--- config.mk ---
export PLATFORM = sky130hd
export DESIGN_NAME = dns_record_skipper_top_flat
export DESIGN_NICKNAME = d
export VERILOG_FILES = /design/src/rtl/core/drs_pkg.sv /design/src/rtl/core/drs_if.sv /design/src/rtl/core/dns_record_skipper_top.sv /design/src/flat_wrapper.sv
export SDC_FILE = /design/constraint.sdc
export NUM_CORES = 1
export LEC_CHECK = 0
export BUFFER_PORTS_ARGS = -buffer_cell sky130_fd_sc_hd__buf_2
export CAP_MARGIN = 5
export CORE_MARGIN = 1
export CORE_UTILIZATION = 59
export DETAILED_ROUTE_END_ITERATION = 7
export PLACE_DENSITY = 0.86
export SYNTH_ARGS = -nofsm -noshare
export SYNTH_HDL_FRONTEND = slang
export SYNTH_SLANG_ARGS = --single-unit
--- constraint.sdc ---
create_clock -name clock -period 3.1 [get_ports clock]
set_clock_uncertainty 0.15 [all_clocks]
set_input_delay 0.62 -clock clock [delete_from_list [all_inputs] [get_ports clock]]
set_output_delay 0.62 -clock clock [all_outputs]
set_load 0.01 [all_outputs]
--- src/rtl/core/drs_pkg.sv ---
// package with the parser state type and wire-format constants
`timescale 1ns / 1ps

package drs_pkg;

   // parse phase within one resource record
   typedef enum logic [2:0] {
      PH_START  = 3'd0,
      PH_LENGTH = 3'd1,
      PH_LABEL  = 3'd2,
      PH_PTR    = 3'd3,
      PH_FIXED  = 3'd4,
      PH_RDHI   = 3'd5,
      PH_RDLO   = 3'd6,
      PH_RDATA  = 3'd7
   } phase_type;

   // top two bits of a label length mark a pointer or a reserved label type
   localparam logic [7:0]  PTR_MASK = 8'hc0;
   // fixed part after the name: type and class, plus ttl for a full record
   localparam logic [15:0] Q_FIXED  = 16'd4;
   localparam logic [15:0] RR_FIXED = 16'd8;

endpackage

--- src/rtl/core/drs_if.sv ---
// valid/ready channel interfaces for packet bytes and per-byte results
`timescale 1ns / 1ps

interface drs_req_if;
   logic       valid;
   logic       ready;
   logic [7:0] data_byte;
   logic       last_byte;
   logic       question_record;

   modport source (output valid, output data_byte, output last_byte,
                   output question_record, input ready);
   modport sink   (input valid, input data_byte, input last_byte,
                   input question_record, output ready);
endinterface

interface drs_rsp_if;
   logic        valid;
   logic        ready;
   logic        record_done;
   logic        truncated;
   logic [15:0] rdata_length;

   modport source (output valid, output record_done, output truncated,
                   output rdata_length, input ready);
   modport sink   (input valid, input record_done, input truncated,
                   input rdata_length, output ready);
endinterface

--- src/rtl/core/dns_record_skipper_top.sv ---
// dns record boundary finder: walks names, fixed fields and rdata per byte
//
//   channel  | dir | payload                                   | handshake
//   ---------+-----+-------------------------------------------+-------------
//   req_if   | in  | data_byte[8], last_byte, question_record  | valid/ready
//   rsp_if   | out | record_done, truncated, rdata_length[16]  | valid/ready
//
// one byte per cycle while the output register is free or draining: the parse
// state updates at the accepting edge and the result lands in a single output register at that same edge
// req_if.ready is high while the output register is empty or being drained
// a stalled result holds its register and blocks only further input bytes
// synchronous active-high reset returns the parser to record start
`timescale 1ns / 1ps

module dns_record_skipper_top
   import drs_pkg::*;
(
   input  logic          clock,
   input  logic          reset,
   drs_req_if.sink       req_if,
   drs_rsp_if.source     rsp_if
);

   phase_type   phase_ff, phase_in;
   logic [15:0] bytes_left_ff, bytes_left_in;
   logic [7:0]  length_high_ff, length_high_in;
   logic        is_question_ff, is_question_in;
   logic [15:0] data_length_ff, data_length_in;

   logic        rsp_valid_ff, rsp_valid_in;
   logic        record_done_ff, record_done_in;
   logic        truncated_ff, truncated_in;
   logic [15:0] rdata_length_ff, rdata_length_in;

   logic        req_accept;
   logic        done;
   logic        trunc;
   logic        q_eff;
   logic [15:0] fixed_len;
   logic [15:0] dec;
   logic        dec_zero;
   logic [15:0] rd_len;
   logic        len_zero;
   logic        len_ptr;
   logic [15:0] bl_step;
   logic [7:0]  lh_step;
   logic        iq_step;
   logic [15:0] dl_step;
   logic [7:0]  b;

   // handshake: take a byte whenever the result slot frees up this cycle
   assign req_if.ready = !rsp_valid_ff || rsp_if.ready;
   assign req_accept   = req_if.valid && req_if.ready;
   assign b            = req_if.data_byte;

   // shared decode of the current byte
   assign q_eff     = (phase_ff == PH_START) ? req_if.question_record : is_question_ff;
   assign fixed_len = q_eff ? Q_FIXED : RR_FIXED;
   assign dec       = bytes_left_ff - 16'd1;
   assign dec_zero  = (bytes_left_ff == 16'd1);
   assign rd_len    = {length_high_ff, b};
   assign len_zero  = (b == 8'd0);
   assign len_ptr   = ((b & PTR_MASK) != 8'd0);

   // record completion on this byte
   always_comb begin
      case (phase_ff)
         PH_FIXED: done = dec_zero && is_question_ff;
         PH_RDLO:  done = (rd_len == 16'd0);
         PH_RDATA: done = dec_zero;
         default:  done = 1'b0;
      endcase
   end

   assign trunc = req_if.last_byte && !done;

   // next phase
   always_comb begin
      case (phase_ff)
         PH_START, PH_LENGTH: begin
            if (len_zero) begin
               phase_in = PH_FIXED;
            end else if (len_ptr) begin
               phase_in = PH_PTR;
            end else begin
               phase_in = PH_LABEL;
            end
         end
         PH_LABEL: phase_in = dec_zero ? PH_LENGTH : PH_LABEL;
         PH_PTR:   phase_in = PH_FIXED;
         PH_FIXED: begin
            if (!dec_zero) begin
               phase_in = PH_FIXED;
            end else if (is_question_ff) begin
               phase_in = PH_START;
            end else begin
               phase_in = PH_RDHI;
            end
         end
         PH_RDHI:  phase_in = PH_RDLO;
         PH_RDLO:  phase_in = (rd_len == 16'd0) ? PH_START : PH_RDATA;
         PH_RDATA: phase_in = dec_zero ? PH_START : PH_RDATA;
         default:  phase_in = PH_START;
      endcase
      if (trunc) begin
         phase_in = PH_START;
      end
   end

   // counters, latched length and question flag
   always_comb begin
      bl_step = bytes_left_ff;
      lh_step = length_high_ff;
      iq_step = is_question_ff;
      dl_step = data_length_ff;
      case (phase_ff)
         PH_START, PH_LENGTH: begin
            if (phase_ff == PH_START) begin
               iq_step = req_if.question_record;
               dl_step = 16'd0;
            end
            if (len_zero) begin
               bl_step = fixed_len;
            end else if (!len_ptr) begin
               bl_step = {8'd0, b};
            end
         end
         PH_LABEL, PH_FIXED, PH_RDATA: bl_step = dec;
         PH_PTR:  bl_step = fixed_len;
         PH_RDHI: lh_step = b;
         PH_RDLO: begin
            dl_step = rd_len;
            if (rd_len != 16'd0) begin
               bl_step = rd_len;
            end
         end
         default: bl_step = bytes_left_ff;
      endcase
      // truncation drops the partial record
      bytes_left_in  = trunc ? 16'd0 : bl_step;
      length_high_in = trunc ? 8'd0  : lh_step;
      is_question_in = trunc ? 1'b0  : iq_step;
      data_length_in = trunc ? 16'd0 : dl_step;
   end

   // result register loads on accept, drains on the sink's ready
   always_comb begin
      rsp_valid_in    = rsp_valid_ff && !rsp_if.ready;
      record_done_in  = record_done_ff;
      truncated_in    = truncated_ff;
      rdata_length_in = rdata_length_ff;
      if (req_accept) begin
         rsp_valid_in    = 1'b1;
         record_done_in  = done;
         truncated_in    = trunc;
         rdata_length_in = dl_step;
      end
   end

   // parser state
   always_ff @(posedge clock) begin
      if (reset) begin
         phase_ff       <= PH_START;
         bytes_left_ff  <= 16'd0;
         length_high_ff <= 8'd0;
         is_question_ff <= 1'b0;
         data_length_ff <= 16'd0;
      end else if (req_accept) begin
         phase_ff       <= phase_in;
         bytes_left_ff  <= bytes_left_in;
         length_high_ff <= length_high_in;
         is_question_ff <= is_question_in;
         data_length_ff <= data_length_in;
      end
   end

   // output slot
   always_ff @(posedge clock) begin
      if (reset) begin
         rsp_valid_ff <= 1'b0;
      end else begin
         rsp_valid_ff <= rsp_valid_in;
      end
   end

   always_ff @(posedge clock) begin
      record_done_ff  <= record_done_in;
      truncated_ff    <= truncated_in;
      rdata_length_ff <= rdata_length_in;
   end

   assign rsp_if.valid        = rsp_valid_ff;
   assign rsp_if.record_done  = record_done_ff;
   assign rsp_if.truncated    = truncated_ff;
   assign rsp_if.rdata_length = rdata_length_ff;

   // checks
   a_done_xor_trunc: assert property (@(posedge clock) disable iff (reset)
      rsp_valid_ff |-> !(record_done_ff && truncated_ff))
      else $error("record_done and truncated both set");

   a_last_restarts: assert property (@(posedge clock) disable iff (reset)
      (req_accept && req_if.last_byte) |=> (phase_ff == PH_START))
      else $error("parser not at record start after last byte");

   a_done_restarts: assert property (@(posedge clock) disable iff (reset)
      (req_accept && done) |=> (phase_ff == PH_START && record_done_ff))
      else $error("completed record did not restart parser");

   a_count_live: assert property (@(posedge clock) disable iff (reset)
      (phase_ff == PH_LABEL || phase_ff == PH_FIXED || phase_ff == PH_RDATA)
         |-> (bytes_left_ff != 16'd0))
      else $error("skip counter empty in a counting phase");

   a_accept_fills: assert property (@(posedge clock) disable iff (reset)
      req_accept |=> rsp_valid_ff)
      else $error("accepted item produced no result");

endmodule

--- src/flat_wrapper.sv ---
// flat-port wrapper written by rule: the top's interface ports become plain ports
module dns_record_skipper_top_flat import drs_pkg::*;
  (clock, reset, req_if_valid, req_if_data_byte, req_if_last_byte, req_if_question_record, req_if_ready, rsp_if_valid, rsp_if_record_done, rsp_if_truncated, rsp_if_rdata_length, rsp_if_ready);
  drs_req_if req_if_i ();
  drs_rsp_if rsp_if_i ();
  input  logic clock;
  input  logic reset;
  input wire logic [$bits(req_if_i.valid)-1:0] req_if_valid;
  input wire logic [$bits(req_if_i.data_byte)-1:0] req_if_data_byte;
  input wire logic [$bits(req_if_i.last_byte)-1:0] req_if_last_byte;
  input wire logic [$bits(req_if_i.question_record)-1:0] req_if_question_record;
  output wire logic [$bits(req_if_i.ready)-1:0] req_if_ready;
  output wire logic [$bits(rsp_if_i.valid)-1:0] rsp_if_valid;
  output wire logic [$bits(rsp_if_i.record_done)-1:0] rsp_if_record_done;
  output wire logic [$bits(rsp_if_i.truncated)-1:0] rsp_if_truncated;
  output wire logic [$bits(rsp_if_i.rdata_length)-1:0] rsp_if_rdata_length;
  input wire logic [$bits(rsp_if_i.ready)-1:0] rsp_if_ready;
  assign req_if_i.valid = req_if_valid;
  assign req_if_i.data_byte = req_if_data_byte;
  assign req_if_i.last_byte = req_if_last_byte;
  assign req_if_i.question_record = req_if_question_record;
  assign req_if_ready = req_if_i.ready;
  assign rsp_if_valid = rsp_if_i.valid;
  assign rsp_if_record_done = rsp_if_i.record_done;
  assign rsp_if_truncated = rsp_if_i.truncated;
  assign rsp_if_rdata_length = rsp_if_i.rdata_length;
  assign rsp_if_i.ready = rsp_if_ready;
  dns_record_skipper_top u_core (.clock(clock), .reset(reset), .req_if(req_if_i), .rsp_if(rsp_if_i));
endmodule
# After elaboration in Yosys (flattened, before gate mapping)

Cells that the tools add are included.

Flip-flop bits (word level): 63
Bits of input ports: 14
Output and inout port bits: 20

Add/subtract/negate cells: 1
Equality and inequality tests: 10
Muxes and demuxes: 25
Reduce and logical (&&, ||, !) cells: 21

Operators with widths:

| operator              | number |
|---|---|
| $mux 16               | 6 |
| $pmux 16 s4           | 1 |
| $pmux 16 s2           | 1 |
| $pmux 3 s7            | 1 |
| $mux 3                | 6 |
| $eq 16x1->1 const B   | 1 |
| $logic_not 16->1      | 1 |
| $mux 8                | 2 |
| $reduce_bool 16->1    | 1 |
| $sub 16x1->16 const B | 1 |
| $eq 3x3->1 const B    | 4 |
| $logic_not 8->1       | 1 |
| $reduce_bool 8->1     | 1 |
| $eq 3x2->1 const B    | 2 |
| $mux 1                | 5 |
| $reduce_bool 5->1     | 1 |
| $logic_and 1x1->1     | 4 |
| $mux 4                | 1 |
| $ne 4x2->1 const B    | 1 |
| $reduce_and 2->1      | 2 |
| $reduce_and 4->1      | 1 |
| $reduce_bool 2->1     | 2 |
| $eq 3x1->1 const B    | 1 |
| $logic_not 1->1       | 3 |
| other kinds (7)       | 7 |

# Longest topological paths before layout

Gate-level depths: netlist of the first run.

Word-level depth: 7
Mapped depth: 9

# Worst setup path before layout of the first run

Ideal clock, no wire load.

Path type: input -> register
Start: input port req_if_data_byte[7]
End: register u_core.length_high_ff[0]
Setup time: 0.060 ns
Arrival time: 2.431 ns
Data required time: 2.890 ns
Path slack: 0.459 ns
Stages: 7
Cells stage by stage: nor4_1 > nand4_1 > or3_1 > buf_6 > and2_4 > nor4_4 > a22o_1

Longest elaborated chain between the ends: 6
Elaborated cells on any way between the ends: 7
Classes of those cells: mux (2); reduce/logical (5)

RTL lines:

| what                        | RTL line                      | source |
|---|---|---|
| start, declared             | flat_wrapper.sv:9             | `input wire logic [$bits(req_if_i.data_byte)-1:0] req_if_data_byte;` |
| $logic_not 16->1 (*)        | dns_record_skipper_top.sv:69  | `PH_RDLO: done = (rd_len == 16'd0);` |
| $pmux 1 s3 (*)              | dns_record_skipper_top.sv:67  | `case (phase_ff)` |
| $logic_not 1->1 (*)         | dns_record_skipper_top.sv:75  | `assign trunc = req_if.last_byte && !done;` |
| $logic_and 1x1->1 (*)       | dns_record_skipper_top.sv:75  |  |
| net u_core.trunc            | dns_record_skipper_top.sv:37  | `logic trunc;` |
| $reduce_bool 2->1 (no line) | --                            |  |
| $reduce_and 2->1 (no line)  | --                            |  |
| end signal, assigned        | dns_record_skipper_top.sv:171 | `length_high_ff <= length_high_in;` |
| end, declared               | dns_record_skipper_top.sv:26  | `logic [7:0] length_high_ff, length_high_in;` |

The timed path passes the listed nets; every way through them passes the cells marked *.
A chain may end at the register's enable or synchronous reset.

# Worst setup path after layout of the first run

Start: register u_core.bytes_left_ff[10]
End: register u_core.length_high_ff[6]

Longest elaborated chain between the ends: 7
Elaborated cells on any way between the ends: 8
Classes of those cells: eq/ne (1); mux (2); reduce/logical (5)

RTL lines:

| what                        | RTL line                      | source |
|---|---|---|
| start, declared             | dns_record_skipper_top.sv:25  | `logic [15:0] bytes_left_ff, bytes_left_in;` |
| start signal, assigned      | dns_record_skipper_top.sv:170 | `bytes_left_ff <= bytes_left_in;` |
| $eq 16x1->1 (*)             | dns_record_skipper_top.sv:60  | `assign dec_zero = (bytes_left_ff == 16'd1);` |
| $logic_and 1x1->1           | dns_record_skipper_top.sv:68  | `PH_FIXED: done = dec_zero && is_question_ff;` |
| $pmux 1 s3 (*)              | dns_record_skipper_top.sv:67  |  |
| $logic_not 1->1 (*)         | dns_record_skipper_top.sv:75  |  |
| $logic_and 1x1->1 (*)       | dns_record_skipper_top.sv:75  |  |
| net u_core.trunc            | dns_record_skipper_top.sv:37  |  |
| $reduce_bool 2->1 (no line) | --                            |  |
| $reduce_and 2->1 (no line)  | --                            |  |

Marked as above.

==> results_dict.tcl, run 1 <==
set metrics [dict create \
    switchingPower_mw 0.499 \
    p_comb_share_pct 13.5 \
    ys_types 60 \
    syn_area_um2 3340 \
    setup_violations 0 \
    worstPathArrival_ns 2.74 \
    dr.pass1.iters 7 \
    worstSetupStartpoint "u_core.bytes_left_ff[10]" \
    grt_max_degree 41 \
    post_cts_buffers 0 \
    rsz0062_at_grt "false" \
    place_hpwl_um 5720 \
    antenna_found_initial 0 \
    required_ns 3.23 \
    synth.most_common_cell "dfxtp_1" \
    final_util_pct 69.7 \
    drc 2 \
    globalRouteOverflowTotal 0 \
    drtIter0Drc 304 \
    drive_above_1_share_pct 18.3 \
    synth_edf_count 18 \
    io_pins 34 \
    drv_slew 0 \
    cts_hold_buffers 0 \
    cp_cell_sequence "nor4_1, nand4_1, o31a_1, and2_4, nor4_4, a22o_1" \
    synth_area_leaders "dfxtp_1 27%, edfxtp_1 16%, a22oi_1 5.4%" \
    synth_area_per_cell_um2 9.17 \
    wire_per_inst_um 17.8 \
    ff2ff_path_depth 6 \
    wl_um 8390 \
    hold_path_depth 2 \
    violations "design-rule violations" \
    clkSinkCount 63 \
    p_per_area_nw_per_um2 524 \
    n_antenna_cell 0 \
    clk_pin_slew_ns 0.07 \
    end_kind "register" \
    fin_crit_sh_pct 84.2 \
    die_w_um 77.2 \
    syn2layout_area_growth_pct 14.3 \
    postSynth.asyncResetShare_pct 0 \
    grt_pass1_vias 2812 \
    synth_top_area_share_pct 27.0 \
    hold_viol_final 0 \
    setup.worst_path.class "register to register" \
    leakagePower_nw 1.45 \
    r2r-start "u_core.bytes_left_ff[10]" \
    synth_area_leader_cell "dfxtp_1" \
    cts-buffers-inserted 9 \
    syn_nets 380 \
    max_freq_ghz 0.383 \
    drv_cap 0 \
    rows 27 \
    min_path_type "register to register" \
    layout.nets 409 \
    core_um2 5470 \
    syn_inst 364 \
    crit_fanout 8 \
    worstSkewPairLatency_ns 0.34 \
    r2r_slack_ns 0.49 \
    slew_headroom_pct 31.8 \
    reg2reg_to "u_core.length_high_ff[6]" \
    vias_per_cell 6.57 \
    die_area_um2 5970 \
    htree_levels 3 \
    period_minus_slack_ns 2.61 \
    ir_drop_uv 301 \
    cp-start-kind "register" \
    ys_warn_count 0 \
    cp_slowest_cell "nor4_1" \
    seqPwrFrac_pct 44.1 \
    cts.path.max_buffers 2 \
    synth_commonest_cells "45 x dfxtp_1, 33 x nor2_1, 26 x nand2_1" \
    switching_share_pct 24.9 \
    internal-power_mw 1.50 \
    synth_ff_type "dfxtp_1" \
    synth-seq-area-share_pct 43.2 \
    grt_pass1_wl_um 13600 \
    track_usage_pct 29.3 \
    worstMarginPinSlew_ns 1.02 \
    drtAntennaViolNets 0 \
    die_h_um 77.2 \
    initial_core_util_pct 61.0 \
    cts_tree "done" \
    gp_congestion 0.934 \
    fin_setup_tns_ns 0 \
    synth-seq-cells 63 \
    port_buffers 33 \
    max_stage_delay_ns 0.51 \
    post_cts_resized 0 \
    outcome "finished, violations left" \
    clockPowerShare_pct 42.4 \
    cts-root-buf "clkbuf_8" \
    cp-endpoint "u_core.length_high_ff[6]" \
    vias 3086 \
]
## registers in the layout, summed over array words and instances (netlist names)
| register | count |
|---|---|
| u_core.bytes_left_ff | 16 |
| u_core.data_length_ff | 16 |
| u_core.rsp_if.rdata_length | 16 |
| u_core.length_high_ff | 8 |
| u_core.phase_ff | 3 |
| u_core.is_question_ff | 1 |
| u_core.rsp_if.record_done | 1 |
| u_core.rsp_if.truncated | 1 |
| u_core.rsp_if.valid | 1 |
## critical path: cells and delay by family (launching register included)
kind | cells | cell delay, ns
AO/OA/AOI/OAI | 2 | 0.62
flip-flops | 1 | 0.38
AND/OR/NAND/NOR | 4 | 1.39
## how the worst min path moves through the flow
stage	slack (ns)	end	startpoint
after detailed placement	0.35	u_core.bytes_left_ff[13]	u_core.bytes_left_ff[13]
after global placement	0.34	u_core.bytes_left_ff[5]	u_core.bytes_left_ff[5]
after global routing	0.38	u_core.rsp_if.valid	req_if_valid
after floorplan	0.31	u_core.length_high_ff[0]	u_core.length_high_ff[0]
final	0.37	u_core.bytes_left_ff[5]	u_core.bytes_left_ff[5]
after CTS	0.36	u_core.bytes_left_ff[5]	u_core.bytes_left_ff[5]
## per-layer routing
layer,GRT usage [%],part of all wire (%)
met1,37.7,43
met5,0,0
met4,12.6,1.9
met2,46.4,48
met3,7.26,7.2
## per-stage QoR
stage          total power, mW  hold slack [ns]  std cells  area (um^2)  setup slack (ns)
2_1_floorplan             1.09            0.314        364         3340             0.459
3_3_place_gp              1.16            0.338        454         3580             0.257
3_5_place_dp              1.17            0.350        454         3580             0.194
4_1_cts                   2.01            0.363        470         3820             0.488
5_1_grt                   2.08            0.379        470         3820             0.327
6_report                  2.00            0.366        470         3820             0.490
## cell usage in the layout (no fill, tap or decap), types with 14 or more instances in the layout
master / count
a21oi_1: 19
a22o_1: 19
a22oi_1: 24
buf_2: 33
buf_4: 14
dfxtp_1: 45
edfxtp_1: 18
nand2_1: 26
nor2_1: 33
o21ai_0: 21
## power groups by stage
stage               combinational, mW  sequential (mW)  clock [mW]
floorplan                       0.188            0.899           0
global placement                0.259            0.900           0
detailed placement              0.264            0.901           0
finish                          0.270            0.883       0.848
global route                    0.295            0.885       0.897
CTS                             0.266            0.883       0.856
## layout make-up
| cell class | count | area (um^2) |
|---|---|---|
| Clock inverter | 6 | 109 |
| Multi-Input combinational cell | 265 | 1750 |
| Timing Repair Buffer | 47 | 270 |
| Sequential cell | 63 | 1440 |
| Inverter | 7 | 26.3 |
| Clock buffer | 10 | 128 |
| Tap cell | 72 | 90.1 |
| Fill cell | 429 | 1660 |
## kinds of logic after synthesis
group | after synthesis | synth area share (%)
simple gates | 118 | 19.1
mux | 6 | 1.95
compound gates | 130 | 28.3
xor+xnor | 9 | 2.36
buf+inv | 36 | 4.38
fa+ha+maj | 2 | 0.749
flops | 63 | 43.2
Note: power is estimated with default switching activity, not from simulation.
==> run 2: changes to the inputs <==
==> constraint.sdc (replaced) <==
create_clock -name clock -period 2.6 [get_ports clock]
set_clock_uncertainty 0.15 [all_clocks]
set_input_delay 0.52 -clock clock [delete_from_list [all_inputs] [get_ports clock]]
set_output_delay 0.52 -clock clock [all_outputs]
set_load 0.01 [all_outputs]
==> run 2 against run 1 <==
  * The run still ends with design-rule violations left
  * Cell area grew 3.7%
  * Global-route usage rose by 2.4 points
  * Die area did not move
  * Register-to-register slack got worse by 0.30 ns
  * Cell count up 4.7%
  * Via count rose by 4.4%
  * Combinational power is 30% higher
  * Largest cell class unchanged
==> results_dict.tcl, run 2 (same netlist as run 1, synthesis figures left out) <==
set metrics [dict create \
    outcome "finished, violations left" \
    violations "design-rule violations" \
    core_um2 5470 \
    antenna_found_initial 0 \
    die_area_um2 5970 \
    cts_tree "done" \
    leakagePower_nw 1.54 \
    end_kind "register" \
    place_hpwl_um 6280 \
    worstPathArrival_ns 2.54 \
    cp_slowest_cell "o31a_1" \
    dr.pass1.iters 7 \
    drtIter0Drc 300 \
    die_w_um 77.2 \
    layout_common_cells "45 x dfxtp_1, 35 x buf_4, 33 x nor2_1, 33 x buf_2, 26 x nand2_1" \
    cts-root-buf "clkbuf_8" \
    setup.worst_path.class "register to register" \
    die_h_um 77.2 \
    max_stage_delay_ns 0.41 \
    port_buffers 33 \
    initial_core_util_pct 61.0 \
    cts.path.max_buffers 2 \
    drv_cap 0 \
    syn2layout_area_growth_pct 18.5 \
    grt_pass1_vias 3009 \
    drv_slew 0 \
    grt_max_degree 27 \
    cts-buffers-inserted 9 \
    p_per_area_nw_per_um2 571 \
    track_usage_pct 31.6 \
    post_cts_buffers 0 \
    place_ws_ns -0.00445 \
    drive_above_1_share_pct 22.9 \
    worstMarginPinSlew_ns 0.802 \
    rsz0062_at_grt "false" \
    crit_fanout 8 \
    layout.nets 431 \
    fin_setup_tns_ns 0 \
    gr-max-usage-layer "met2" \
    cp_cell_sequence "inv_1, ha_1, nor3b_2, nand4_1, o31a_1, and2_4, nor4_4, buf_4, a22o_1" \
    rows 27 \
    n_antenna_cell 0 \
    setup_violations 0 \
    min_path_type "primary input to register" \
    htree_levels 3 \
    clkSinkCount 63 \
    fin_crit_sh_pct 92.5 \
    postLayoutSetupSlackWorst_ns 0.194 \
    met1_usage_pct 40.3 \
    required_ns 2.74 \
    vias 3222 \
    slew_headroom_pct 46.3 \
    drc 2 \
    use_met3_pct 6.90 \
    gp_congestion 0.951 \
    ir_drop_uv 313 \
    cts_hold_buffers 0 \
    final_common_cell "dfxtp_1" \
    drtAntennaViolNets 0 \
    cp-start-kind "register" \
    clk_pin_slew_ns 0.07 \
    hold_viol_final 0 \
    crit_buf_inv 2 \
    io_pins 34 \
    worstSkewPairLatency_ns 0.35 \
    max_freq_ghz 0.416 \
    use_met2_pct 48.5 \
    period_minus_slack_ns 2.41 \
    vias_per_cell 6.55 \
    wl_um 9010 \
    n_fill_cell 415 \
    grt_pass1_wl_um 14500 \
    wire_per_inst_um 18.3 \
    cp_top_family "simple AND/OR/NAND/NOR gates" \
    globalRouteOverflowTotal 0 \
]
run 2: worst reg2reg max path, stage by stage, from the launching register on:
cell and delay (ns):
dfxtp_1 0.36, inv_1 0.09, ha_1 0.18, nor3b_2 0.21, nand4_1 0.20, o31a_1 0.41
and2_4 0.21, nor4_4 0.21, buf_4 0.19, a22o_1 0.14
run 2: area by class of cell:
cell class / instances / area, um^2 / area share [%]
clock buffer: 12 / 145 / 3.67
clock inverter: 4 / 46.3 / 1.17
inverter: 7 / 26.3 / 0.664
multi-input combinational: 265 / 1760 / 44.5
sequential: 63 / 1440 / 36.4
tap: 72 / 90.1 / 2.28
timing repair buffer: 69 / 448 / 11.3
run 2: path summary, 6_finish.rpt:
path | startpoint | to | slack (ns) | depth (start not counted)
max | u_core.bytes_left_ff[1] | u_core.length_high_ff[4] | 0.19 | 9
min | req_if_valid | u_core.rsp_if.valid | 0.27 | 3
max reg2reg | u_core.bytes_left_ff[1] | u_core.length_high_ff[4] | 0.19 | 9
min reg2reg | u_core.bytes_left_ff[13] | u_core.bytes_left_ff[13] | 0.36 | 1
run 2: through the flow:
| step | utilization (%) | power, mW | area, um^2 | hold slack, ns | cells |
|---|---|---|---|---|---|
| floorplan | - | 1.30 | 3340 | 0.314 | 364 |
| global placement | 68.7 | 1.41 | 3760 | 0.334 | 476 |
| detailed placement | 68.7 | 1.41 | 3760 | 0.343 | 476 |
| global route | 72.3 | 2.33 | 3960 | 0.258 | 492 |
| CTS | 72.2 | 2.24 | 3950 | 0.260 | 492 |
| finish | 72.3 | 2.26 | 3960 | 0.266 | 492 |
run 2: metal layers:
metal / vias up / part of all wire [%]
met4: 0 / 3.5
li1: 1493 / -
met1: 1542 / 42
met3: 26 / 7.7
met5: - / 0
met2: 161 / 47
run 2: what timing repair did:
item | 4_1_cts | 5_1_grt
endpoints found under the setup margin | 0 | 12
resized for setup | 0 | 3
hold endpoints to repair | 0 | 0
run 2: power breakdown:
part	internal, mW	switching, mW
clock	0.465	0.390
combinational	0.144	0.207
sequential	1.03	0.0200
total	1.64	0.618
